$ cat src/sv/cc20_pkg.sv
// ----------------------------------------------------------------------------
// ChaCha20 keystream package
// Shared constants, types and round functions for the keystream pipeline.
// ----------------------------------------------------------------------------
package cc20_pkg;

    // Number of double rounds and the pipeline depth that follows from it.
    localparam int DOUBLE_ROUNDS = 10;
    localparam int STAGES        = DOUBLE_ROUNDS * 4;
    localparam int LATENCY       = STAGES + 1;

    // Configuration port geometry: six registers, eight bytes apart.
    localparam int ADDR_W = 6;
    localparam int DATA_W = 64;

    // The four "expand 32-byte k" words, word 0 in the low slot.
    localparam logic [3:0][31:0] SIGMA = {32'h6b206574, 32'h79622d32,
                                          32'h3320646e, 32'h61707865};

    // Rotate amounts of the quarter round.
    localparam int ROT_A1 = 16;
    localparam int ROT_A2 = 12;
    localparam int ROT_B1 = 8;
    localparam int ROT_B2 = 7;

    typedef logic [15:0][31:0] t_state;
    typedef logic [7:0][63:0]  t_pairs;

    // Register indexes on the configuration port.
    typedef enum logic [2:0] {
        REG_KEY_01   = 3'd0,
        REG_KEY_23   = 3'd1,
        REG_KEY_45   = 3'd2,
        REG_KEY_67   = 3'd3,
        REG_NONCE_01 = 3'd4,
        REG_NONCE_2  = 3'd5
    } t_reg_idx;

    // What one pipeline stage does: first or second half of a column or
    // diagonal round.
    typedef enum logic [3:0] {
        ST_COL_A  = 4'b0001,
        ST_COL_B  = 4'b0010,
        ST_DIAG_A = 4'b0100,
        ST_DIAG_B = 4'b1000
    } t_stage_kind;

    typedef struct packed {
        logic [31:0] a;
        logic [31:0] b;
        logic [31:0] c;
        logic [31:0] d;
    } t_quad;

    // Key and nonce as held by the configuration registers.
    typedef struct packed {
        logic [63:0] key_01;
        logic [63:0] key_23;
        logic [63:0] key_45;
        logic [63:0] key_67;
        logic [63:0] nonce_01;
        logic [31:0] nonce_2;
    } t_cfg;

    function automatic logic [31:0] rotl(input logic [31:0] v, input int n);
        return (v << n) | (v >> (32 - n));
    endfunction

    // Half of a quarter round: two add-xor-rotate steps.
    function automatic t_quad qr_half(input t_quad q, input logic second);
        t_quad r;
        r   = q;
        r.a = r.a + r.b;
        r.d = second ? rotl(r.d ^ r.a, ROT_B1) : rotl(r.d ^ r.a, ROT_A1);
        r.c = r.c + r.d;
        r.b = second ? rotl(r.b ^ r.c, ROT_B2) : rotl(r.b ^ r.c, ROT_A2);
        return r;
    endfunction

    // Initial state from the registers and one block counter.
    function automatic t_state init_state(input t_cfg cfg, input logic [31:0] ctr);
        t_state s;
        s[0]  = SIGMA[0];
        s[1]  = SIGMA[1];
        s[2]  = SIGMA[2];
        s[3]  = SIGMA[3];
        s[4]  = cfg.key_01[31:0];
        s[5]  = cfg.key_01[63:32];
        s[6]  = cfg.key_23[31:0];
        s[7]  = cfg.key_23[63:32];
        s[8]  = cfg.key_45[31:0];
        s[9]  = cfg.key_45[63:32];
        s[10] = cfg.key_67[31:0];
        s[11] = cfg.key_67[63:32];
        s[12] = ctr;
        s[13] = cfg.nonce_01[31:0];
        s[14] = cfg.nonce_01[63:32];
        s[15] = cfg.nonce_2;
        return s;
    endfunction

    // Stage kinds repeat every four stages: one double round.
    function automatic t_stage_kind stage_kind(input int s);
        t_stage_kind k;
        case (s % 4)
            0:       k = ST_COL_A;
            1:       k = ST_COL_B;
            2:       k = ST_DIAG_A;
            default: k = ST_DIAG_B;
        endcase
        return k;
    endfunction

endpackage

$ cat src/sv/cc20_finalize.sv
// ----------------------------------------------------------------------------
// ChaCha20 finalize stage
// Adds the initial state back in and registers the keystream block.
// ----------------------------------------------------------------------------
module cc20_finalize (
    input  logic               i_clk,
    input  logic               i_rst_n,
    input  logic               i_valid,
    input  cc20_pkg::t_state   i_state,
    input  logic [31:0]        i_counter,
    input  cc20_pkg::t_cfg     i_cfg,
    output logic               o_valid,
    output cc20_pkg::t_pairs   o_pairs
);
    import cc20_pkg::*;

    logic   r_valid;
    t_pairs r_pairs;
    t_pairs n_pairs;
    t_state w_init;

    // The user must not change the key and nonce while a block is in flight;
    // the block does not enforce it, and only the counter travels down the pipeline.
    assign w_init = init_state(i_cfg, i_counter);

    // Word-wise feed-forward add, packed two words per pair.
    always_comb begin
        for (int k = 0; k < 8; k++) begin
            n_pairs[k][31:0]  = i_state[2*k]     + w_init[2*k];
            n_pairs[k][63:32] = i_state[2*k + 1] + w_init[2*k + 1];
        end
    end

    always_ff @(posedge i_clk) begin
        if (!i_rst_n) begin
            r_valid <= 1'b0;
        end else begin
            r_valid <= i_valid;
        end
    end

    always_ff @(posedge i_clk) begin
        r_pairs <= n_pairs;
    end

    assign o_valid = r_valid;
    assign o_pairs = r_pairs;

endmodule
$ cat config.mk
export PLATFORM = sky130hd
export DESIGN_NAME = cc20_finalize
export DESIGN_NICKNAME = d
export VERILOG_FILES = /design/src/sv/cc20_pkg.sv /design/src/sv/cc20_finalize.sv
export SDC_FILE = /design/constraint.sdc
export NUM_CORES = 1
export LEC_CHECK = 0
export ABC_AREA = 0
export BUFFER_PORTS_ARGS = -buffer_cell sky130_fd_sc_hd__buf_4
export CAP_MARGIN = 20
export CORE_AREA = 2 2 550 552
export DETAILED_ROUTE_END_ITERATION = 16
export DIE_AREA = 0 0 552 554
export PLACE_DENSITY = 0.3
export RECOVER_POWER = 25
export SLEW_MARGIN = 20
export SYNTH_ARGS = -nofsm -noshare
export SYNTH_HDL_FRONTEND = slang
export SYNTH_SLANG_ARGS = --single-unit
$ cat constraint.sdc
create_clock -name i_clk -period 3.48 [get_ports i_clk]
set_clock_uncertainty 0.15 [all_clocks]
set_input_delay 0.174 -clock i_clk [delete_from_list [all_inputs] [get_ports i_clk]]
set_output_delay 0.174 -clock i_clk [all_outputs]
set_load 0.01 [all_outputs]
== Yosys cells after proc, flatten, opt, wreduce, memory -nomap -nowiden ==
Cells that the tools add are included.
Cells by class
  add/subtract/negate cells: 16
Operators by type and width (number)
  32-bit adder: 12
  32-bit by 31-bit adder with 32-bit output, second input constant: 3
  32-bit by 30-bit adder with 32-bit output, second input constant: 1
Storage, ports and cells
  word-level logic and storage cells: 25
  bits of input ports: 899
  output and inout port bits: 513
  register bits: 513

== Depth between registers and ports, before layout ==
  depth in word-level cells: 1
  mapped depth: 12
  depth with buffers taken out: 12

== Worst setup path after synthesis ==
OpenSTA, ideal clock, no wires.
  path kind: in2reg
  start: input port i_state[256] in the netlist's numbering
  end: register r_pairs (netlist bit o_pairs[284])
  setup time: 0.123 ns
  stages on the path: 11
  buffers on the path: 0
  data required time: 3.207 ns
  arrival time: 2.721 ns
  setup slack: 0.486 ns
  cells stage by stage: ha_1 fa_1 a211oi_2 o211ai_1 a311o_1 o221a_4 a311o_1 a31o_1 a21oi_2 o21ai_1 xor2_1
RTL lines
  from (decl): RTL line cc20_finalize.sv:9  | input cc20_pkg::t_state i_state,
  to (signal assigned): RTL line cc20_finalize.sv:43  | r_pairs <= n_pairs;
  to (decl): RTL line cc20_finalize.sv:18  | t_pairs r_pairs;

==> parameters.txt <==
Parameter                              Value

Outcome
  Run status    complete, but fails checks
  Violated checks    hold timing, setup timing

Timing
  Number of slew-limit violations in the final report    0
  Time the worst path needs with I/O delays and setup    3.502 ns
  Fin crit share    1.006
  Unrepaired setup endpoints after global routing    true
  Maximum achievable frequency    ~290 MHz
  Hold Slack    -0.06179 ns
  Worst-case headroom to the max-slew limit    0.2415
  Total count of hold-check failures in the final report    1
  Crit path setup slack, layout    -0.02197 ns
  Transition time at the pin with the least slew margin    1.131 ns
  Final count of negative-setup-slack endpoints    1

Floorplan
  Y dimension of the die    554 µm
  Num rows    201
  Placeable core region    299300 µm²
  I/O pins    1412
  Overall die width    552 µm
  Full die area    between 300000 and 400000 µm²
  Initial cell density of the core    0.1029

GRT
  Wire length of the first global-routing pass    285100 µm
  Antenna violations before repair    52
  Congestion Overflow GR    0
  Number of global-route vias before repair    41233
  GRT Overall Usage    0.1262
  Pin count of the biggest net entering global routing    13

Clock network
  Buffer cell driving the clock tree root    sky130_fd_sc_hd__clkbuf_16
  Clock buffer depth    4
  Clock H-tree levels    3
  Total CTS buffers    87
  Reg clk slew, reported paths    0.06 ns
  # clock sinks    513
  TritonCTS clock tree    done

Yosys
  Area contributors post-synth    sky130_fd_sc_hd__dfxtp_1, sky130_fd_sc_hd__ha_1, sky130_fd_sc_hd__xnor2_1
  Top cell types by occurrence after synthesis    sky130_fd_sc_hd__dfxtp_1, sky130_fd_sc_hd__ha_1, sky130_fd_sc_hd__a21oi_1
  Flops & latches, synth    513
  Count of different cell masters after synthesis    82
  Post-Syn Instances    ~3400
  Synthesized net count    4692
  Most instantiated library cell after synthesis    sky130_fd_sc_hd__dfxtp_1
  Asr flop ratio synth    0
  Average size of a mapped cell    9.046 µm²
  Post-synth top flop    sky130_fd_sc_hd__dfxtp_1
  Number of warning messages in the yosys log    0
  Number of flops mapped to enable cells by yosys    0
  Cell type with the highest aggregate area in the netlist    sky130_fd_sc_hd__dfxtp_1
  Post-synth top area share    0.3334
  Sequential element share of the synthesized area    0.3334
  Mapped cell area    around 31000 µm²

Route
  Number of vias after detailed routing    38211
  Detailed-route wire length per cell    19.08 µm
  Number of optimization iterations in the first detailed-route pass    5
  Detailed-route wire length on metal 1    74060 µm
  First DRT Iteration DRCs    ~1500
  Top layer in use    met5
  Detailed-route DRC error count    0
  DR vias/cell    3.629
  Met2 wire len    104400 µm
  Antenna-violating nets left    0
  Total wire length after detailed routing    200900 µm
  Met3 WL    15610 µm

Power
  Overall power    roughly 0.027 W
  Max IR drop VDD    roughly 330 µV
  Power density over the cells    around 420 nW/µm²
  Leak pwr    28.21 nW

Cells and area
  Relative area change from synthesis to final layout    110.4%
  Nets    7761
  Layout cell share with drive strength beyond 1    0.2319
  Post-route core utilization    0.2165
  Count of non-filler cells in the finished layout    10529

Run
  Number of max-cap violations    0

Placed design
  Count of buffers inserted at the top-level ports    1411
  Half-perimeter wire length after detailed placement    165000 µm
  Dpl ws    0.03031 ns
  Final estimated routing congestion in global placement    0.8364
  Count of placed standard cells including taps    just under 9000

Worst setup path
  Highest net fanout along the worst path    3
  Launching element type of the critical path    input port
  Critical setup path kind    in -> reg
  Crit path arrival time    3.98 ns
  Kind of end point of the critical path    register
  Required time at the worst-slack endpoint    3.95 ns

Hold path
  Worst Hold Class    in -> reg
## worst max-delay path: stages
cell and delay, ns:
sky130_fd_sc_hd__dlygate4sd3_1 0.52, sky130_fd_sc_hd__buf_4 0.10, sky130_fd_sc_hd__dlygate4sd3_1 0.57, sky130_fd_sc_hd__fa_1 0.25, sky130_fd_sc_hd__a21oi_1 0.11, sky130_fd_sc_hd__nor2_1 0.15, sky130_fd_sc_hd__o21ai_2 0.10, sky130_fd_sc_hd__a211oi_1 0.90
sky130_fd_sc_hd__a21oi_1 0.31, sky130_fd_sc_hd__o31ai_1 0.45, sky130_fd_sc_hd__o21a_1 0.17, sky130_fd_sc_hd__nor2_1 0.05, sky130_fd_sc_hd__xnor2_1 0.12
## per-stage QoR
stage               setup TNS, ns  cell area (µm²)
finish                   -0.02197            64800
global route             -0.06314            64770
CTS                             0            65070
detailed placement              0            46620
global placement                0            46620
floorplan                       0            30800
## placed cells by master, fill, tap and decap left out, types with 47 or more instances in the layout
master and instances:
sky130_fd_sc_hd__a21o_1 190, sky130_fd_sc_hd__nand2_1 219, sky130_fd_sc_hd__o21bai_1 53, sky130_fd_sc_hd__o21ai_1 54, sky130_fd_sc_hd__dlygate4sd3_1 1545, sky130_fd_sc_hd__buf_4 1244
sky130_fd_sc_hd__xor2_1 146, sky130_fd_sc_hd__a21oi_1 321, sky130_fd_sc_hd__o21ai_0 129, sky130_fd_sc_hd__dfxtp_1 513, sky130_fd_sc_hd__nand3_1 63, sky130_fd_sc_hd__xnor2_1 309
sky130_fd_sc_hd__clkbuf_1 246, sky130_fd_sc_hd__clkbuf_16 88, sky130_fd_sc_hd__nor2_1 221, sky130_fd_sc_hd__inv_1 94, sky130_fd_sc_hd__nand4_1 47, sky130_fd_sc_hd__ha_1 372
## layout make-up
| class | count | area, µm² |
|---|---|---|
| Clock buffer | 127 | 2589 |
| Inverter | 94 | 352.8 |
| Tap cell | 3958 | 4952 |
| Sequential cell | 513 | 10270 |
| Multi-Input combinational cell | 2745 | 20430 |
| Clock inverter | 26 | 329.1 |
| Fill cell | 33426 | 234500 |
| Antenna cell | 33 | 82.58 |
| Timing Repair Buffer | 3033 | 25790 |
## routing by layer
metal	global-route usage	vias to the layer above
met5	0	-
met4	0.04012	14
met3	0.04184	246
met2	0.2391	1214
met1	0.1288	18130
li1	-	18607
## sequential cells by signal, summed over array words and instances (netlist names)
name	flops
o_pairs	512
o_valid	1
## where the power goes
part / switching, W / internal [W] / total, W
Clock: 0.00361 / 0.00558 / 0.00919
Sequential: 0.000471 / 0.00703 / 0.00750
Combinational: 0.00509 / 0.00561 / 0.0107
Total: 0.00917 / 0.0182 / 0.0274
## cells by family (layout without fill, tap and decap cells)
group,after synthesis,count (layout),synth area share
XOR/XNOR,455,455,0.1294
multiplexers,2,2,0.0006500
AO/OA/AOI/OAI,1097,1097,0.2330
adder cells (fa/ha/maj),388,388,0.1605
AND/OR/NAND/NOR,803,803,0.1250
buffers and inverters,147,3280,0.01795
flip-flops,513,513,0.3334
other,0,33,0
## worst paths after layout
path         start  slack, ns                   end  depth (start not counted)
min   i_state[243]      -0.06  o_pairs[244]$_DFF_P_                          7
max   i_state[129]      -0.02  o_pairs[156]$_DFF_P_                         13
## what timing repair did
| action | in CTS | in global routing |
|---|---|---|
| setup buffers | 0 | 15 |
| endpoints found under the setup margin | 0 | 103 |
| endpoints found under the hold margin | 512 | 0 |
| hold buffers | 1551 | 0 |
| resized for setup | 0 | 101 |
No activity file was read; power rests on OpenSTA's default activity.
