--- src/sv/cc20_pkg.sv ---
// ----------------------------------------------------------------------------
// ChaCha20 keystream package
// Shared constants, types and round functions for the keystream pipeline.
// ----------------------------------------------------------------------------
package cc20_pkg;

    // Number of double rounds and the pipeline depth that follows from it.
    localparam int DOUBLE_ROUNDS = 10;
    localparam int STAGES        = DOUBLE_ROUNDS * 4;
    localparam int LATENCY       = STAGES + 1;

    // Configuration port geometry: six registers, eight bytes apart.
    localparam int ADDR_W = 6;
    localparam int DATA_W = 64;

    // The four "expand 32-byte k" words, word 0 in the low slot.
    localparam logic [3:0][31:0] SIGMA = {32'h6b206574, 32'h79622d32,
                                          32'h3320646e, 32'h61707865};

    // Rotate amounts of the quarter round.
    localparam int ROT_A1 = 16;
    localparam int ROT_A2 = 12;
    localparam int ROT_B1 = 8;
    localparam int ROT_B2 = 7;

    typedef logic [15:0][31:0] t_state;
    typedef logic [7:0][63:0]  t_pairs;

    // Register indexes on the configuration port.
    typedef enum logic [2:0] {
        REG_KEY_01   = 3'd0,
        REG_KEY_23   = 3'd1,
        REG_KEY_45   = 3'd2,
        REG_KEY_67   = 3'd3,
        REG_NONCE_01 = 3'd4,
        REG_NONCE_2  = 3'd5
    } t_reg_idx;

    // What one pipeline stage does: first or second half of a column or
    // diagonal round.
    typedef enum logic [3:0] {
        ST_COL_A  = 4'b0001,
        ST_COL_B  = 4'b0010,
        ST_DIAG_A = 4'b0100,
        ST_DIAG_B = 4'b1000
    } t_stage_kind;

    typedef struct packed {
        logic [31:0] a;
        logic [31:0] b;
        logic [31:0] c;
        logic [31:0] d;
    } t_quad;

    // Key and nonce as held by the configuration registers.
    typedef struct packed {
        logic [63:0] key_01;
        logic [63:0] key_23;
        logic [63:0] key_45;
        logic [63:0] key_67;
        logic [63:0] nonce_01;
        logic [31:0] nonce_2;
    } t_cfg;

    function automatic logic [31:0] rotl(input logic [31:0] v, input int n);
        return (v << n) | (v >> (32 - n));
    endfunction

    // Half of a quarter round: two add-xor-rotate steps.
    function automatic t_quad qr_half(input t_quad q, input logic second);
        t_quad r;
        r   = q;
        r.a = r.a + r.b;
        r.d = second ? rotl(r.d ^ r.a, ROT_B1) : rotl(r.d ^ r.a, ROT_A1);
        r.c = r.c + r.d;
        r.b = second ? rotl(r.b ^ r.c, ROT_B2) : rotl(r.b ^ r.c, ROT_A2);
        return r;
    endfunction

    // Initial state from the registers and one block counter.
    function automatic t_state init_state(input t_cfg cfg, input logic [31:0] ctr);
        t_state s;
        s[0]  = SIGMA[0];
        s[1]  = SIGMA[1];
        s[2]  = SIGMA[2];
        s[3]  = SIGMA[3];
        s[4]  = cfg.key_01[31:0];
        s[5]  = cfg.key_01[63:32];
        s[6]  = cfg.key_23[31:0];
        s[7]  = cfg.key_23[63:32];
        s[8]  = cfg.key_45[31:0];
        s[9]  = cfg.key_45[63:32];
        s[10] = cfg.key_67[31:0];
        s[11] = cfg.key_67[63:32];
        s[12] = ctr;
        s[13] = cfg.nonce_01[31:0];
        s[14] = cfg.nonce_01[63:32];
        s[15] = cfg.nonce_2;
        return s;
    endfunction

    // Stage kinds repeat every four stages: one double round.
    function automatic t_stage_kind stage_kind(input int s);
        t_stage_kind k;
        case (s % 4)
            0:       k = ST_COL_A;
            1:       k = ST_COL_B;
            2:       k = ST_DIAG_A;
            default: k = ST_DIAG_B;
        endcase
        return k;
    endfunction

endpackage

--- src/sv/cc20_round_stage.sv ---
// ----------------------------------------------------------------------------
// ChaCha20 round stage
// One pipeline stage: half of a column or diagonal round on all four lanes.
// ----------------------------------------------------------------------------
module cc20_round_stage (
    input  logic                    i_clk,
    input  logic                    i_rst_n,
    input  cc20_pkg::t_stage_kind   i_kind,
    input  logic                    i_valid,
    input  cc20_pkg::t_state        i_state,
    input  logic [31:0]             i_counter,
    output logic                    o_valid,
    output cc20_pkg::t_state        o_state,
    output logic [31:0]             o_counter
);
    import cc20_pkg::*;

    logic        r_valid;
    t_state      r_state;
    logic [31:0] r_counter;
    t_state      n_state;

    // Four quarter-round lanes in parallel; diagonal lanes shift each row.
    always_comb begin
        logic       diag;
        logic       second;
        logic [1:0] lane;
        logic [3:0] ia;
        logic [3:0] ib;
        logic [3:0] ic;
        logic [3:0] id;
        t_quad      q;
        case (i_kind)
            ST_COL_A:  begin diag = 1'b0; second = 1'b0; end
            ST_COL_B:  begin diag = 1'b0; second = 1'b1; end
            ST_DIAG_A: begin diag = 1'b1; second = 1'b0; end
            ST_DIAG_B: begin diag = 1'b1; second = 1'b1; end
            default:   begin diag = 1'b0; second = 1'b0; end
        endcase
        n_state = i_state;
        for (int l = 0; l < 4; l++) begin
            lane = 2'(l);
            ia   = {2'b00, lane};
            ib   = {2'b01, lane + (diag ? 2'd1 : 2'd0)};
            ic   = {2'b10, lane + (diag ? 2'd2 : 2'd0)};
            id   = {2'b11, lane + (diag ? 2'd3 : 2'd0)};
            q    = qr_half('{a: i_state[ia], b: i_state[ib],
                             c: i_state[ic], d: i_state[id]}, second);
            n_state[ia] = q.a;
            n_state[ib] = q.b;
            n_state[ic] = q.c;
            n_state[id] = q.d;
        end
    end

    // The valid bit resets; the payload follows it unreset.
    always_ff @(posedge i_clk) begin
        if (!i_rst_n) begin
            r_valid <= 1'b0;
        end else begin
            r_valid <= i_valid;
        end
    end

    always_ff @(posedge i_clk) begin
        r_state   <= n_state;
        r_counter <= i_counter;
    end

    assign o_valid   = r_valid;
    assign o_state   = r_state;
    assign o_counter = r_counter;

endmodule

--- config.mk ---
export PLATFORM = sky130hd
export DESIGN_NAME = cc20_round_stage
export DESIGN_NICKNAME = d
export VERILOG_FILES = /design/src/sv/cc20_pkg.sv /design/src/sv/cc20_round_stage.sv
export SDC_FILE = /design/constraint.sdc
export NUM_CORES = 2
export LEC_CHECK = 0
export BUFFER_PORTS_ARGS = -buffer_cell sky130_fd_sc_hd__buf_2
export CORE_AREA = 4 4 425 427
export CTS_BUF_LIST = sky130_fd_sc_hd__clkbuf_8
export CTS_CLUSTER_DIAMETER = 60
export DETAILED_ROUTE_END_ITERATION = 8
export DIE_AREA = 0 0 429 431
export SLEW_MARGIN = 10
export SYNTH_ARGS = -nofsm -noshare
export SYNTH_HDL_FRONTEND = slang
export SYNTH_SLANG_ARGS = --single-unit
--- constraint.sdc ---
create_clock -name i_clk -period 13.81 [get_ports i_clk]
set_input_delay 2.762 -clock i_clk [delete_from_list [all_inputs] [get_ports i_clk]]
set_output_delay 2.762 -clock i_clk [all_outputs]
set_load 0.005 [all_outputs]
Word level (Yosys, flattened, before mapping)
Index checks and enable logic that the tools add are counted.
Storage, ports and cells
  register bits after elaboration: 545
  input port bits: 551
Cells by class
  $lt $le $gt $ge: 24
  equal/unequal tests: 3
  $add $sub $neg: 17
  multiplexer cells: 73
  bitwise gates (word level): 24
  reduce and logical (&&, ||, !) cells: 14
Operators with widths (count)
  $bwmux W512: 12
  $mux W32: 32
  $bmux W32 S2: 12
  $demux W32 S2: 12
  $add A32 B32 Y32: 8
  $xor A32 B32 Y32: 8
  $or A32 B12 Y32: 4
  $or A32 B16 Y32: 4
  $or A32 B7 Y32: 4
  $or A32 B8 Y32: 4
  $lt A4 B5 Y1 const B: 8
  $ge A4 B1 Y1 const B: 8
  $lt A3 B5 Y1 const B: 4
  $ge A3 B1 Y1 const B: 4
  $logic_and A1 B1 Y1: 12
  $add A2 B2 Y2 const A: 5
  $add A1 B2 Y2 const A: 3
  $eq A4 B2 Y1 const B: 1
  $eq A4 B3 Y1 const B: 1
  $eq A4 B4 Y1 const B: 1
  $mux W2: 2
  $reduce_or A2 Y1: 2
  $mux W1: 3
  $add A2 B1 Y2 const A: 1

Logic depth before layout (Yosys ltp)
  depth in word-level cells: 26
  depth in mapped cells: 41
  depth with buffers taken out: 35

Least setup slack after synthesis
Ideal clock, no wire load.
  kind: input to register
  start: input port i_kind[3]
  end: register r_state, in the netlist o_state[165]
  slack: 2.707 ns
  library setup time: 0.121 ns
  stages: 40
  buffers on the path: 8
  arrival: 10.982 ns
  cells stage by stage: xnor2_1 -> or3_1 -> clkbuf_1 -> buf_2 -> buf_2 -> buf_2 -> clkbuf_1 -> buf_1 -> clkbuf_1 -> clkbuf_1 -> nand2_1 -> nand2_1 -> ha_1 -> and3_1 -> a31o_2 -> and2_1 -> o31ai_1 -> a21boi_0 -> (+4 left out) -> xor2_1 -> nand2_1 -> o21ai_0 -> ha_1 -> fa_1 -> a21o_1 -> a21oi_1 -> o21ai_0 -> a21oi_1 -> o21ai_0 -> a21bo_2 -> a211o_1 -> a21oi_1 -> xor2_1 -> nor2_1 -> a21oi_1 -> xnor2_1 -> mux2_2
RTL lines
  from (decl): RTL line cc20_round_stage.sv:8  | input cc20_pkg::t_stage_kind i_kind,
  to (signal assigned): RTL line cc20_round_stage.sv:66  | r_state <= n_state;
  to (decl): RTL line cc20_round_stage.sv:19  | t_state r_state;

==> flow_results.org <==
** Yosys
- Number of enable-type register cells in the synthesized netlist :: 0
- Distinct cell type count after synthesis :: 87
- Post-synthesis cell count :: about 5100
- During synthesis, Yosys emitted a total of 0 warnings.
- Counting every net in the synthesized netlist gives just under 6000.
- Async set-or-reset flop fraction in the synthesized netlist :: 0%
- Number of synthesized register bits :: about 550
- The average instance in the mapped netlist occupies 7.62 um2.
- Among all flip-flop cells after synthesis, the most frequent one is dfxtp_1.
- Total standard cell area after synthesis :: ~39000 um2
- Proportion of synthesized chip area in sequential cells :: 28.3%

** STA
- Post-layout minimum cycle time :: between 10 and 15 ns
- The number of max-slew violations in the final report is 0.
- Final hold vios :: 0
- Fmax achieved :: 77.5 MHz
- Setup repair after global routing left no endpoint under its margin.
- Summed over all failing endpoints, the final setup total negative slack is 0 ns.
- For the pin with the worst max-slew slack, the measured transition is about 1.3 ns.
- Post-Route Hold Slack :: 1.96 ns
- Setup slack after layout :: slightly above 0.9 ns
- Slew HR :: under 10%
- Count of endpoints failing setup in the final report :: 0
- Of the available clock period, the critical path in the final layout requires about 93%.

** Setup path
- Signal arrival time at the worst endpoint :: ~14 ns
- Most common cell on crit path :: a21oi_1
- Buffering stage count on the worst path with inverters included :: 4
- Family with the most delay on the worst path :: compound AO/OA/AOI/OAI gates
- CP Max Fanout :: between 60 and 70
- The worst setup path is captured at a register.
- On the worst path, the slowest cell contributes a delay of 0.92 ns.
- The worst setup path is of the input port to register kind.
- STA classifies the critical path startpoint as an input port.
- Data required time of the worst path :: approximately 15 ns
- Slowest CP cell :: mux2i_1

** Global routing
- Initial antenna violation count :: around 140
- Across every metal layer, demand over resource in global routing totals a little over a third.
- Remaining global-route overflow :: 0
- Vias in the first global route :: around 43000
- Wire length of the first global-routing pass :: ~440000 um
- Pin count of the biggest net entering global routing :: approximately 140

** Clock network
- Post-CTS timing repair inserted 0 buffers for setup.
- Clock tree synthesis inserted a total of around 110 buffers.
- The tree is rooted in a clkbuf_8.
- The number of hold buffers added after CTS was 0.
- CTS clock-pin slew for the worst setup and hold paths :: approximately 0.060 ns
- For this design, the sink count on the clock tree is between 500 and 600.
- Counting along the longest clock path gives a buffer depth of 3.
- CTS tree :: yes
- The H-tree was split into 3 levels.
- Post-CTS repair changed the size of 0 cells.

** Final layout
- Summing all non-filler instances in the final layout gives an area of roughly 51000 um2.
- Layout cells sized above 1 :: between 20% and 30%
- Number of fillers in the final layout :: 19500
- Once layout is complete, the utilization of the core stands at 28.7%.
- Leaving out filler cells and counting taps, the final layout contains approximately 8700.
- After the last flow step, the layout net total stands at between 7000 and 8000.
- Area Overhead vs Synth :: 31.2%

** Drt
- Average routed wire per standard cell :: about 40 um
- After detailed routing, the total wire length is about 350000 um.
- Initial DRC Count :: between 5000 and 6000
- After detailed routing, the number of vias per cell comes to between 5 and 6.
- Across all layers, the routed design uses ~46000 vias.
- The detail route stage leaves a number of antenna-violating nets equal to 0.
- Number of remaining DRC errors :: 0
- For this run, the detailed router's first-pass iteration total came to 9.

** Floorplan
- Effective utilization at floorplan :: between 20% and 30%
- CORE AREA :: roughly 180000 um2
- Die area :: ~180000 um2
- Row generation in the floorplan step produced around 150 rows.
- The die is ~430 um tall.
- Die X :: 429 um
- Number of I/O pins :: approximately 1100

** Power and ir drop
- Power comes to 13.2 mW.
- Highest ir drop seen on vdd :: about 100 uV
- Leakage power summed over all cells :: roughly 25 nW
- For this design the ratio of total power to cell area is roughly 260 nW/um2.

** Placed design
- Input and output buffers added on the ports amount to roughly 1100.
- Routability congestion estimate :: ~1.1
- Worst slack at placement :: ~0.50 ns
- HPWL reported at the end of detailed placement :: between 300000 and 400000 um
- After detailed placement, the total cell area comes to around 48000 um2.
- Counting tap cells, the placed design contains a total of 8457 instances.

** Worst hold path
- The path class of the tightest hold or removal check is input port to register.

** Job
- The tool flagged a number of max-cap violations equal to 0.

** Run status
- Status :: finished, final reports clean
-- layout make-up --
cell class | count | area, um2 | area share, %
Inverter | 151 | 567 | 1.12
Clock buffer | 131 | 1800 | 3.56
Timing Repair Buffer | 1289 | 7050 | 13.9
Multi-Input combinational cell | 4132 | 26300 | 52.1
Clock inverter | 78 | 868 | 1.72
Sequential cell | 545 | 10900 | 21.6
Tap cell | 2340 | 2930 | 5.79
Antenna cell | 48 | 120 | 0.237
-- registers in the layout (all words and copies together) (netlist names) --
signal and cells:
o_valid 1, o_counter 32, o_state 512
-- report_power, final --
part           internal [mW]  total, mW  switching [mW]  leakage [nW]
combinational           2.54       8.50            5.96          19.3
clock                   1.18       2.06           0.875          1.41
sequential              2.27       2.67           0.403          4.60
total                   5.99       13.2            7.24          25.3
-- per-layer routing --
metal	GRT usage, %	part of all wire (%)	up-vias
met5	0	0.11	-
met4	28.3	9.4	60
met3	7.60	7.6	850
met2	57.2	44	2847
met1	43.1	39	22300
li1	-	-	19700
-- Yosys cell counts (all sizes together), types with 25 or more instances --
| cell type | n | area [um2] |
|---|---|---|
| nand2 | 1133 | 4250 |
| dfxtp | 545 | 10900 |
| nor2 | 421 | 1580 |
| a21oi | 382 | 1910 |
| xnor2 | 326 | 2860 |
| o21ai | 317 | 1590 |
| mux2i | 293 | 2930 |
| ha | 252 | 3150 |
| xor2 | 241 | 2130 |
| clkbuf | 177 | 664 |
| inv | 151 | 567 |
| a21o | 141 | 1060 |
| buf | 56 | 223 |
| nand3 | 56 | 280 |
| nor3 | 52 | 277 |
| o21bai | 49 | 368 |
| o21a | 34 | 255 |
| a211oi | 30 | 245 |
| nand4 | 28 | 175 |
| o211ai | 26 | 195 |
| nand2b | 25 | 156 |
-- cell usage in the layout (no fill, tap or decap), drive strengths merged, types with 141 or more instances in the layout --
| master | instances |
|---|---|
| inv | 181 |
| mux2i | 293 |
| o21ai | 317 |
| dfxtp | 545 |
| ha | 252 |
| a21oi | 382 |
| a21o | 141 |
| nor2 | 421 |
| xnor2 | 326 |
| buf | 1289 |
| xor2 | 241 |
| nand2 | 1133 |
-- final timing paths --
path,from,end,slack [ns],depth (start not counted)
setup / recovery,i_kind[2],o_state[218],0.91,32
hold / removal,i_counter[30],o_counter[30],1.96,1
-- cell families (layout without fill, tap and decap cells) --
kind of cell | count (synthesis) | count (layout) | synth area share [%]
and+or+nand+nor | 1831 | 1831 | 19.5
muxes | 305 | 305 | 7.98
adders and majority gates | 260 | 260 | 8.59
buffers and inverters | 384 | 1649 | 3.77
other | 0 | 48 | 0
xor gates and xnor gates | 575 | 575 | 13.4
DFF | 545 | 545 | 28.3
AOI/OAI and AO/OA | 1161 | 1161 | 18.5
Power figures use the tool's default switching activity.
