<file path="config.mk">
export PLATFORM = sky130hd
export DESIGN_NAME = cc20_cfg_regs
export DESIGN_NICKNAME = d
export VERILOG_FILES = /design/src/sv/cc20_pkg.sv /design/src/sv/cc20_cfg_regs.sv
export SDC_FILE = /design/constraint.sdc
export NUM_CORES = 1
export LEC_CHECK = 0
export BUFFER_PORTS_ARGS = -buffer_cell sky130_fd_sc_hd__buf_2
export CAP_MARGIN = 10
export CELL_PAD_IN_SITES_DETAIL_PLACEMENT = 1
export CELL_PAD_IN_SITES_GLOBAL_PLACEMENT = 2
export CORE_UTILIZATION = 31
export CTS_CLUSTER_DIAMETER = 60
export DETAILED_ROUTE_END_ITERATION = 10
export PLACE_DENSITY = 0.8
export SETUP_SLACK_MARGIN = 0.3
export SYNTH_ARGS = -nofsm -noshare
export SYNTH_HDL_FRONTEND = slang
export SYNTH_SLANG_ARGS = --single-unit
</file>
<file path="constraint.sdc">
create_clock -name i_clk -period 1.7 [get_ports i_clk]
set_input_delay 0.17 -clock i_clk [delete_from_list [all_inputs] [get_ports i_clk]]
set_output_delay 0.17 -clock i_clk [all_outputs]
set_load 0.02 [all_outputs]
</file>
<file path="src/sv/cc20_pkg.sv">
// ----------------------------------------------------------------------------
// ChaCha20 keystream package
// Shared constants, types and round functions for the keystream pipeline.
// ----------------------------------------------------------------------------
package cc20_pkg;

    // Number of double rounds and the pipeline depth that follows from it.
    localparam int DOUBLE_ROUNDS = 10;
    localparam int STAGES        = DOUBLE_ROUNDS * 4;
    localparam int LATENCY       = STAGES + 1;

    // Configuration port geometry: six registers, eight bytes apart.
    localparam int ADDR_W = 6;
    localparam int DATA_W = 64;

    // The four "expand 32-byte k" words, word 0 in the low slot.
    localparam logic [3:0][31:0] SIGMA = {32'h6b206574, 32'h79622d32,
                                          32'h3320646e, 32'h61707865};

    // Rotate amounts of the quarter round.
    localparam int ROT_A1 = 16;
    localparam int ROT_A2 = 12;
    localparam int ROT_B1 = 8;
    localparam int ROT_B2 = 7;

    typedef logic [15:0][31:0] t_state;
    typedef logic [7:0][63:0]  t_pairs;

    // Register indexes on the configuration port.
    typedef enum logic [2:0] {
        REG_KEY_01   = 3'd0,
        REG_KEY_23   = 3'd1,
        REG_KEY_45   = 3'd2,
        REG_KEY_67   = 3'd3,
        REG_NONCE_01 = 3'd4,
        REG_NONCE_2  = 3'd5
    } t_reg_idx;

    // What one pipeline stage does: first or second half of a column or
    // diagonal round.
    typedef enum logic [3:0] {
        ST_COL_A  = 4'b0001,
        ST_COL_B  = 4'b0010,
        ST_DIAG_A = 4'b0100,
        ST_DIAG_B = 4'b1000
    } t_stage_kind;

    typedef struct packed {
        logic [31:0] a;
        logic [31:0] b;
        logic [31:0] c;
        logic [31:0] d;
    } t_quad;

    // Key and nonce as held by the configuration registers.
    typedef struct packed {
        logic [63:0] key_01;
        logic [63:0] key_23;
        logic [63:0] key_45;
        logic [63:0] key_67;
        logic [63:0] nonce_01;
        logic [31:0] nonce_2;
    } t_cfg;

    function automatic logic [31:0] rotl(input logic [31:0] v, input int n);
        return (v << n) | (v >> (32 - n));
    endfunction

    // Half of a quarter round: two add-xor-rotate steps.
    function automatic t_quad qr_half(input t_quad q, input logic second);
        t_quad r;
        r   = q;
        r.a = r.a + r.b;
        r.d = second ? rotl(r.d ^ r.a, ROT_B1) : rotl(r.d ^ r.a, ROT_A1);
        r.c = r.c + r.d;
        r.b = second ? rotl(r.b ^ r.c, ROT_B2) : rotl(r.b ^ r.c, ROT_A2);
        return r;
    endfunction

    // Initial state from the registers and one block counter.
    function automatic t_state init_state(input t_cfg cfg, input logic [31:0] ctr);
        t_state s;
        s[0]  = SIGMA[0];
        s[1]  = SIGMA[1];
        s[2]  = SIGMA[2];
        s[3]  = SIGMA[3];
        s[4]  = cfg.key_01[31:0];
        s[5]  = cfg.key_01[63:32];
        s[6]  = cfg.key_23[31:0];
        s[7]  = cfg.key_23[63:32];
        s[8]  = cfg.key_45[31:0];
        s[9]  = cfg.key_45[63:32];
        s[10] = cfg.key_67[31:0];
        s[11] = cfg.key_67[63:32];
        s[12] = ctr;
        s[13] = cfg.nonce_01[31:0];
        s[14] = cfg.nonce_01[63:32];
        s[15] = cfg.nonce_2;
        return s;
    endfunction

    // Stage kinds repeat every four stages: one double round.
    function automatic t_stage_kind stage_kind(input int s);
        t_stage_kind k;
        case (s % 4)
            0:       k = ST_COL_A;
            1:       k = ST_COL_B;
            2:       k = ST_DIAG_A;
            default: k = ST_DIAG_B;
        endcase
        return k;
    endfunction

endpackage

</file>
<file path="src/sv/cc20_cfg_regs.sv">
// ----------------------------------------------------------------------------
// ChaCha20 configuration registers
// APB-style slave holding the key and the nonce.
// ----------------------------------------------------------------------------
module cc20_cfg_regs (
    input  logic                          i_clk,
    input  logic                          i_rst_n,
    input  logic                          psel,
    input  logic                          penable,
    input  logic                          pwrite,
    input  logic [cc20_pkg::ADDR_W-1:0]   paddr,
    input  logic [cc20_pkg::DATA_W-1:0]   pwdata,
    output logic [cc20_pkg::DATA_W-1:0]   prdata,
    output logic                          pready,
    output cc20_pkg::t_cfg                o_cfg
);
    import cc20_pkg::*;

    t_cfg     r_cfg;
    t_cfg     n_cfg;
    t_reg_idx w_idx;
    logic     w_wr;

    // Registers sit on 8-byte boundaries.
    assign w_idx  = t_reg_idx'(paddr[ADDR_W-1:3]);
    assign w_wr   = psel && penable && pwrite && pready;
    assign pready = 1'b1;
    assign o_cfg  = r_cfg;

    // Write decode; addresses past the last register are ignored.
    always_comb begin
        n_cfg = r_cfg;
        if (w_wr) begin
            case (w_idx)
                REG_KEY_01:   n_cfg.key_01   = pwdata;
                REG_KEY_23:   n_cfg.key_23   = pwdata;
                REG_KEY_45:   n_cfg.key_45   = pwdata;
                REG_KEY_67:   n_cfg.key_67   = pwdata;
                REG_NONCE_01: n_cfg.nonce_01 = pwdata;
                REG_NONCE_2:  n_cfg.nonce_2  = pwdata[31:0];
                default: begin
                end
            endcase
        end
    end

    always_ff @(posedge i_clk) begin
        if (!i_rst_n) begin
            r_cfg <= '0;
        end else begin
            r_cfg <= n_cfg;
        end
    end

    // Read mux.
    always_comb begin
        case (w_idx)
            REG_KEY_01:   prdata = r_cfg.key_01;
            REG_KEY_23:   prdata = r_cfg.key_23;
            REG_KEY_45:   prdata = r_cfg.key_45;
            REG_KEY_67:   prdata = r_cfg.key_67;
            REG_NONCE_01: prdata = r_cfg.nonce_01;
            REG_NONCE_2:  prdata = {32'd0, r_cfg.nonce_2};
            default:      prdata = '0;
        endcase
    end

endmodule

</file>
# Word-level counts from Yosys, hierarchy flattened
# Index checks and enable logic that the tools add are counted.
# word_totals
regBits,352
inputBits,75
out_inout_bits,417
wordCells,21
# op_classes
n_eq_ne,5
n_mux,1
n_reduce_logical,9
# op_table
operator,n
64-bit case mux with 6 select lines,1
2-bit AND reduction,6
"3-bit by 2-bit == test with 1-bit output, second input constant",2
"3-bit == test, second input constant",2
"3-bit by 1-bit == test with 1-bit output, second input constant",1
3-bit zero test,1
1-bit logical AND,2

# Longest topological paths before layout
# Gate-level depths: netlist of the first run.
# depth
ltp_word,3
mapped_depth,6
depth_no_buf,3

# Worst setup path after synthesis of the first run
# Ideal clock, no wire load.
# synth_timing
path_kind,in2out
start,in paddr[5] in the netlist's numbering
end,out prdata[12] in the netlist's numbering
t_arrival_ps,1412
slack_ps,118
path_stages,6
path_buffers,3
path_cell_list,buf_4 > inv_1 > buf_2 > clkbuf_1 > a22oi_1 > o21ai_0
# synth_between
elab_chain_len,2
# synth_lines
item,line_no,source
start: declaration,cc20_cfg_regs.sv:11,"input logic [cc20_pkg::ADDR_W-1:0] paddr,"
"3-bit == test, or another cell as far along",cc20_cfg_regs.sv:57,case (w_idx)
64-bit case mux with 6 select lines (*),cc20_cfg_regs.sv:57,
end: declaration,cc20_cfg_regs.sv:13,"output logic [cc20_pkg::DATA_W-1:0] prdata,"
# Every way passes the cells marked *; elsewhere a longest branch is shown, timed or not.

# Final worst setup path of the first run
# layout_timing
start,reg r_cfg (netlist bit o_cfg[333])
end,out prdata[45] in the netlist's numbering
# layout_between
elab_chain_len,1
# layout_lines
item,line_no,source
start: declaration,cc20_cfg_regs.sv:19,t_cfg r_cfg;
start signal: assignment,cc20_cfg_regs.sv:51,r_cfg <= n_cfg;
64-bit case mux with 6 select lines,cc20_cfg_regs.sv:57,
# No other way between the ends.

==> flow_summary.json, run 1 <==
{
  "reg2reg_to": "o_cfg[323]$_SDFFE_PN0P_",
  "ys_ff_latch": 352,
  "finalHoldViolCount": 0,
  "failed_checks": "negative setup slack",
  "slowest_stage": "dfxtp_2",
  "ant_nets": 0,
  "syn_inst": 1570,
  "grt_max_degree": 50,
  "hold_path.class": "in2reg",
  "top_layer": "met4",
  "critPathKind": "reg2out",
  "clockBufferDepth": 3,
  "worstSkewPairLatency_ps": 540,
  "overflow": 0,
  "holdPathEnd": "o_cfg[317]$_SDFFE_PN0P_",
  "io_pins": 492,
  "leakagePower_nw": 10.6,
  "hold_slack_ps": 32.5,
  "drc": 0,
  "drt_wl_total_um": 69700,
  "largest_register_ff_count": 352,
  "fp-row-count": 82,
  "fin_nets": 2335,
  "grt_pass1_wl_um": 102000,
  "dpl.hpwl_um": 44800,
  "synthTopCellsByArea": "dfxtp_1, mux2i_1, nand2_1, mux2_2, buf_12",
  "async_reset_ff_share_pct": 0,
  "gp_routability_congestion": 0.828,
  "met1Wirelength_um": 29200,
  "status": "finished with violations",
  "synthFlopType": "dfxtp_1",
  "synthDistinctLibCells": 35,
  "period_share_pct": 108,
  "area_growth_pct": 54.1,
  "path_clk_slew_ps": 60,
  "grt.total_usage_pct": 25.4,
  "postSynthAreaPerCell_um2": 10.1,
  "dr_wl_met2_um": 34300,
  "reg2regPathDepth": 4,
  "dieArea_um2": 52100,
  "numCtsBuffers": 42,
  "maxCapViolCount": 0,
  "r2r-start": "o_cfg[323]$_SDFFE_PN0P_",
  "critPathMaxStageDelay_ps": 330,
  "multiInputGateArea_um2": 9050,
  "initial_core_util_pct": 31.5,
  "routed_via_density": 5.06,
  "cts-htree-levels": 2,
  "nFillCells": 5540,
  "cp_num_buf_inv": 1,
  "design.core.area_um2": 50400,
  "cp-start-kind": "register",
  "yosysWarnings": 0,
  "grt_setup_unrepaired": "yes",
  "clock_skew_ps": 0,
  "netlist_area_um2": 15900,
  "antenna_found_initial": 2,
  "die_h_um": 228,
  "worst_slack_ps": -144,
  "yosysTopAreaCell": "dfxtp_1",
  "seq_area_um2": 7290,
  "worstPathRequired_ps": 1530,
  "crit_chain": "mux2_4, a221oi_2, nor2_2, buf_6",
  "syn_nets": 1645,
  "first_global_vias": 15800,
  "max-vdd-ir-drop_mv": 0.664,
  "holdCritStartpoint": "pwdata[29]",
  "path_delay_family": "flip-flops",
  "wl_met3_um": 3900,
  "finalSetupViolations": 31,
  "synth-seq-area-share_pct": 44.4,
  "fin_crit_ps": 1840,
  "cts.sink_count": 352,
  "clock-root-buffer": "clkbuf_16",
  "cp-end-kind": "output port",
  "synth-edff-count": 0,
  "critPathMaxFanout": 3,
  "totalPowerFinal_mw": 19.1,
  "drtIter0Drc": 699,
  "crit_arrival_ps": 1670,
  "drtPass1Iterations": 5,
  "wl_per_cell_um": 23.5,
  "port_buffers": 487,
  "hold_path_depth": 3,
  "power_density_nw_per_um2": 781,
  "place_ws_ps": -273,
  "slew_violations": 0,
  "chipWidth_um": 228,
  "yosysTopAreaCellShare_pct": 44.4,
  "cts_tree": "done",
  "num_vias": 15000,
  "max_freq_ghz": 0.542,
  "regToRegSetupSlack_ps": 900,
  "drive_above_1_share_pct": 52.9
}
cell usage after synthesis (2+ instances only):
cell type and n:
a32oi_1 19, nor2_1 13, nand2_1 433, o22a_1 2, o32a_1 3, o21ai_0 23
a21o_1 3, a221oi_1 20, buf_8 12, o221ai_1 17, a21oi_1 8, nor2b_1 5
buf_6 11, a22oi_1 27, dfxtp_1 352, buf_2 26, clkbuf_1 52, o22ai_1 3
mux2i_1 419, nand2b_1 3, mux2_2 66, buf_4 10, nor2_8 5, buf_12 12
buf_1 5, o21a_1 12
through the flow:
step | cell area (µm²) | utilization, % | instances | setup TNS (ps)
after floorplan | 16100 | - | 1570 | 0
after global placement | 19600 | 39.0 | 2695 | -4400
after detailed placement | 19600 | 39.0 | 2695 | -9620
after CTS | 23800 | 47.2 | 2938 | -2840
after global routing | 24500 | 48.6 | 2963 | -4080
final | 24500 | 48.6 | 2963 | -1620
worst reg2reg max path, delay by kind of cell (launching register included):
kind,cells,cell delay (ps)
buf+inv,2,240
flops,1,320
simple gates,1,70
mux,1,60
cell type report:
cell class	count	area share, %
repair buffers	773	24.3
multi-input cells	1090	37.0
well taps	672	3.43
inverters	1	0.0153
clock buffers	66	5.29
clock inverters	7	0.199
flip-flops and latches	352	29.8
diodes	2	0.0204
placed cells by master (no fill, tap or decap), types with 7 or more instances in the layout:
| master | synthesis | routed |
|---|---|---|
| buf_2 | 26 | 402 |
| dfxtp_1 | 352 | 172 |
| a221oi_2 | 0 | 15 |
| mux2_2 | 66 | 29 |
| nand2_1 | 433 | 419 |
| buf_4 | 10 | 209 |
| clkbuf_16 | 0 | 47 |
| o21a_1 | 12 | 12 |
| mux2i_4 | 0 | 9 |
| dlygate4sd3_1 | 0 | 39 |
| o21ai_1 | 1 | 7 |
| o21ai_2 | 0 | 17 |
| dfxtp_2 | 0 | 171 |
| a22oi_2 | 0 | 22 |
| a21oi_2 | 0 | 7 |
| clkbuf_8 | 0 | 9 |
| nor2_2 | 1 | 13 |
| mux2_4 | 0 | 37 |
| mux2i_1 | 419 | 394 |
| o221ai_2 | 0 | 12 |
| clkbuf_1 | 52 | 12 |
| mux2i_2 | 0 | 16 |
| buf_16 | 0 | 7 |
| dfxtp_4 | 0 | 9 |
| buf_12 | 12 | 50 |
| buf_6 | 11 | 62 |
| nand2_4 | 0 | 11 |
| a32oi_2 | 0 | 17 |
per-layer routing:
metal  global-route usage (%)  up-vias
li1                         -     6868
met1                     30.9     7521
met2                     44.6      481
met3                     5.21      134
met4                     8.24        0
met5                        0        -
worst max-delay path by stage:
| stage | endpoint | from | slack, ps | cells after the start |
|---|---|---|---|---|
| 4_1_cts | prdata[1] | o_cfg[289]$_SDFFE_PN0P_ | -140 | 4 |
| 3_3_place_gp | prdata[1] | paddr[4] | -250 | 5 |
| 2_1_floorplan | prdata[5] | paddr[5] | 230 | 6 |
| 5_1_grt | prdata[45] | o_cfg[333]$_SDFFE_PN0P_ | -180 | 4 |
| 3_5_place_dp | prdata[1] | paddr[4] | -270 | 5 |
| 6_report | prdata[45] | o_cfg[333]$_SDFFE_PN0P_ | -140 | 4 |
power breakdown:
part	switching [mW]	internal [mW]
registers	0.0584	8.30
clock network	3.58	5.22
logic	1.14	0.807
logic make-up after synthesis:
family / synth area share (%)
mux: 31.1
flops: 44.4
compound gates: 6.50
buf+inv: 6.09
other cells: 0.0236
simple gates: 11.9
repair_timing:
| item | CTS | global route |
|---|---|---|
| gates cloned | 7 | 2 |
| setup endpoints to repair | 70 | 72 |
| endpoints found under the hold margin | 151 | 0 |
| buffers inserted | 124 | 21 |
| pin swaps | 61 | 48 |
| gates resized for setup | 418 | 131 |
| hold buffers | 39 | 0 |
Note: power is estimated with default switching activity, not from simulation.
==> inputs of run 2 (changes only) <==
==> constraint.sdc (replaced) <==
create_clock -name i_clk -period 1.7 [get_ports i_clk]
set_input_delay 0 -clock i_clk [delete_from_list [all_inputs] [get_ports i_clk]]
set_output_delay 0 -clock i_clk [all_outputs]
set_load 0.02 [all_outputs]
==> run 2 against run 1 <==
Combinational power decreased by 18%. Die area unchanged. Via count decreased by 2.7%. Clock skew unchanged. Critical endpoint is now prdata[20]. Sequential share of layout area increased by 2.1 points. Largest power group unchanged. The flow now finishes without violations. Critical path depth unchanged.
==> flow_summary.json, run 2 (synthesis results as in run 1) <==
{
  "leakagePower_nw": 9.91,
  "antenna_found_initial": 3,
  "worst_slack_ps": 25.2,
  "power_density_nw_per_um2": 861,
  "dieArea_um2": 52100,
  "totalPowerFinal_mw": 19.6,
  "cts.sink_count": 352,
  "design.core.area_um2": 50400,
  "ant_nets": 0,
  "cts-htree-levels": 2,
  "place_area_um2": 19000,
  "hold_path.class": "in2reg",
  "port_buffers": 487,
  "status": "completed",
  "worstPathRequired_ps": 1700,
  "pwr-share-clk_pct": 49.2,
  "fin_nets": 2286,
  "slew_violations": 0,
  "fin_cells": 2917,
  "nFillCells": 5688,
  "grt_max_degree": 65,
  "drc": 0,
  "drtIter0Drc": 568,
  "stdcell_area_um2": 22800,
  "p_comb_share_pct": 8.2,
  "path_clk_slew_ps": 60,
  "grt_setup_unrepaired": "yes",
  "cp-start-kind": "register",
  "grt_pass1_wl_um": 96600,
  "cp-end-kind": "output port",
  "routed_via_density": 5.01,
  "crit_arrival_ps": 1670,
  "overflow": 0,
  "largest_register_ff_count": 352,
  "finalHoldViolCount": 0,
  "grt.total_usage_pct": 23.9,
  "gp_routability_congestion": 0.803,
  "cts_tree": "done",
  "die_h_um": 228,
  "num_vias": 14600,
  "place_ws_ps": 184,
  "maxCapViolCount": 0,
  "worst_pin_slew_ps": 1120,
  "slew_headroom_pct": 25.5,
  "first_global_vias": 15700,
  "io_pins": 492,
  "critPathKind": "reg2out",
  "finalSetupViolations": 0,
  "layout_commonest_cell": "nand2_1",
  "placed_cells": 2664,
  "max-vdd-ir-drop_mv": 0.582,
  "max_freq_ghz": 0.597,
  "clock-root-buffer": "clkbuf_16",
  "swShare_pct": 24.9,
  "numCtsBuffers": 44,
  "drt_wl_total_um": 64900,
  "period_share_pct": 98.5,
  "final_core_util_pct": 45.2,
  "critPathMaxFanout": 2,
  "wl_per_cell_um": 22.2,
  "clock_skew_ps": 0,
  "drtPass1Iterations": 5,
  "drive_above_1_share_pct": 45.8,
  "seq_power_share_pct": 42.7,
  "initial_core_util_pct": 31.5,
  "fin_crit_ps": 1670,
  "fp-row-count": 82,
  "dpl.hpwl_um": 43200,
  "area_growth_pct": 43.4,
  "p_sw_mw": 4.87,
  "clockBufferDepth": 3,
  "worstSkewPairLatency_ps": 560,
  "chipWidth_um": 228,
  "final_cell_mix": "nand2_1, buf_2, mux2i_1",
  "internal-power_mw": 14.7
}
-- run 2: worst max-delay path, cell delays in order, from the launching register on --
cell and delay [ps]:
dfxtp_2 320, mux2_4 280, a221oi_4 240, a21oi_2 80
buf_4 180
-- run 2: power groups by stage --
stage                     Clock, mW  Sequential [mW]  Combinational [mW]
after CTS                      9.82             8.36                1.57
after detailed placement          0             8.54                1.37
after global routing           10.2             8.36                1.69
after floorplan                   0             8.61               0.730
after global placement            0             8.54                1.34
final                          9.63             8.36                1.60
-- run 2: final timing paths --
check | cells past startpoint | slack, ps | from | end
worst min register to register | 2 | 460 | o_cfg[110]$_SDFFE_PN0P_ | o_cfg[110]$_SDFFE_PN0P_
worst min-delay path | 4 | 60 | psel | o_cfg[301]$_SDFFE_PN0P_
worst max-delay path | 4 | 30 | o_cfg[308]$_SDFFE_PN0P_ | prdata[20]
worst max register to register | 4 | 910 | o_cfg[266]$_SDFFE_PN0P_ | o_cfg[266]$_SDFFE_PN0P_
-- run 2: layout make-up --
class / count / area, µm² / share of cell area, %
multi-input cells: 1089 / 8270 / 36.3
flip-flops and latches: 352 / 7270 / 31.9
repair buffers: 723 / 4880 / 21.5
clock buffers: 66 / 1360 / 5.95
well taps: 672 / 841 / 3.69
clock inverters: 13 / 143 / 0.626
inverters: 1 / 3.75 / 0.0165
diodes: 1 / 2.50 / 0.0110
-- run 2: metrics by stage --
stage               hold slack, ps  setup TNS [ps]
global route                  55.4            -145
CTS                           3.97               0
floorplan                      229               0
finish                        60.9               0
detailed placement             378               0
global placement               355               0
-- run 2: repair_timing --
item,CTS,global route
resized for setup,269,79
hold endpoints to repair,352,0
endpoints found under the setup margin,64,74
cloned,0,1
pin swaps,58,46
hold buffers,67,0
buffers inserted,86,19
-- run 2: routing by layer --
layer / global-route usage (%) / vias up / share of wire (%)
met5: 0 / - / 0.035
met4: 7.63 / 4 / 2.7
met3: 6.24 / 115 / 6.5
met2: 41.5 / 461 / 49
met1: 28.6 / 7277 / 42
li1: - / 6743 / -
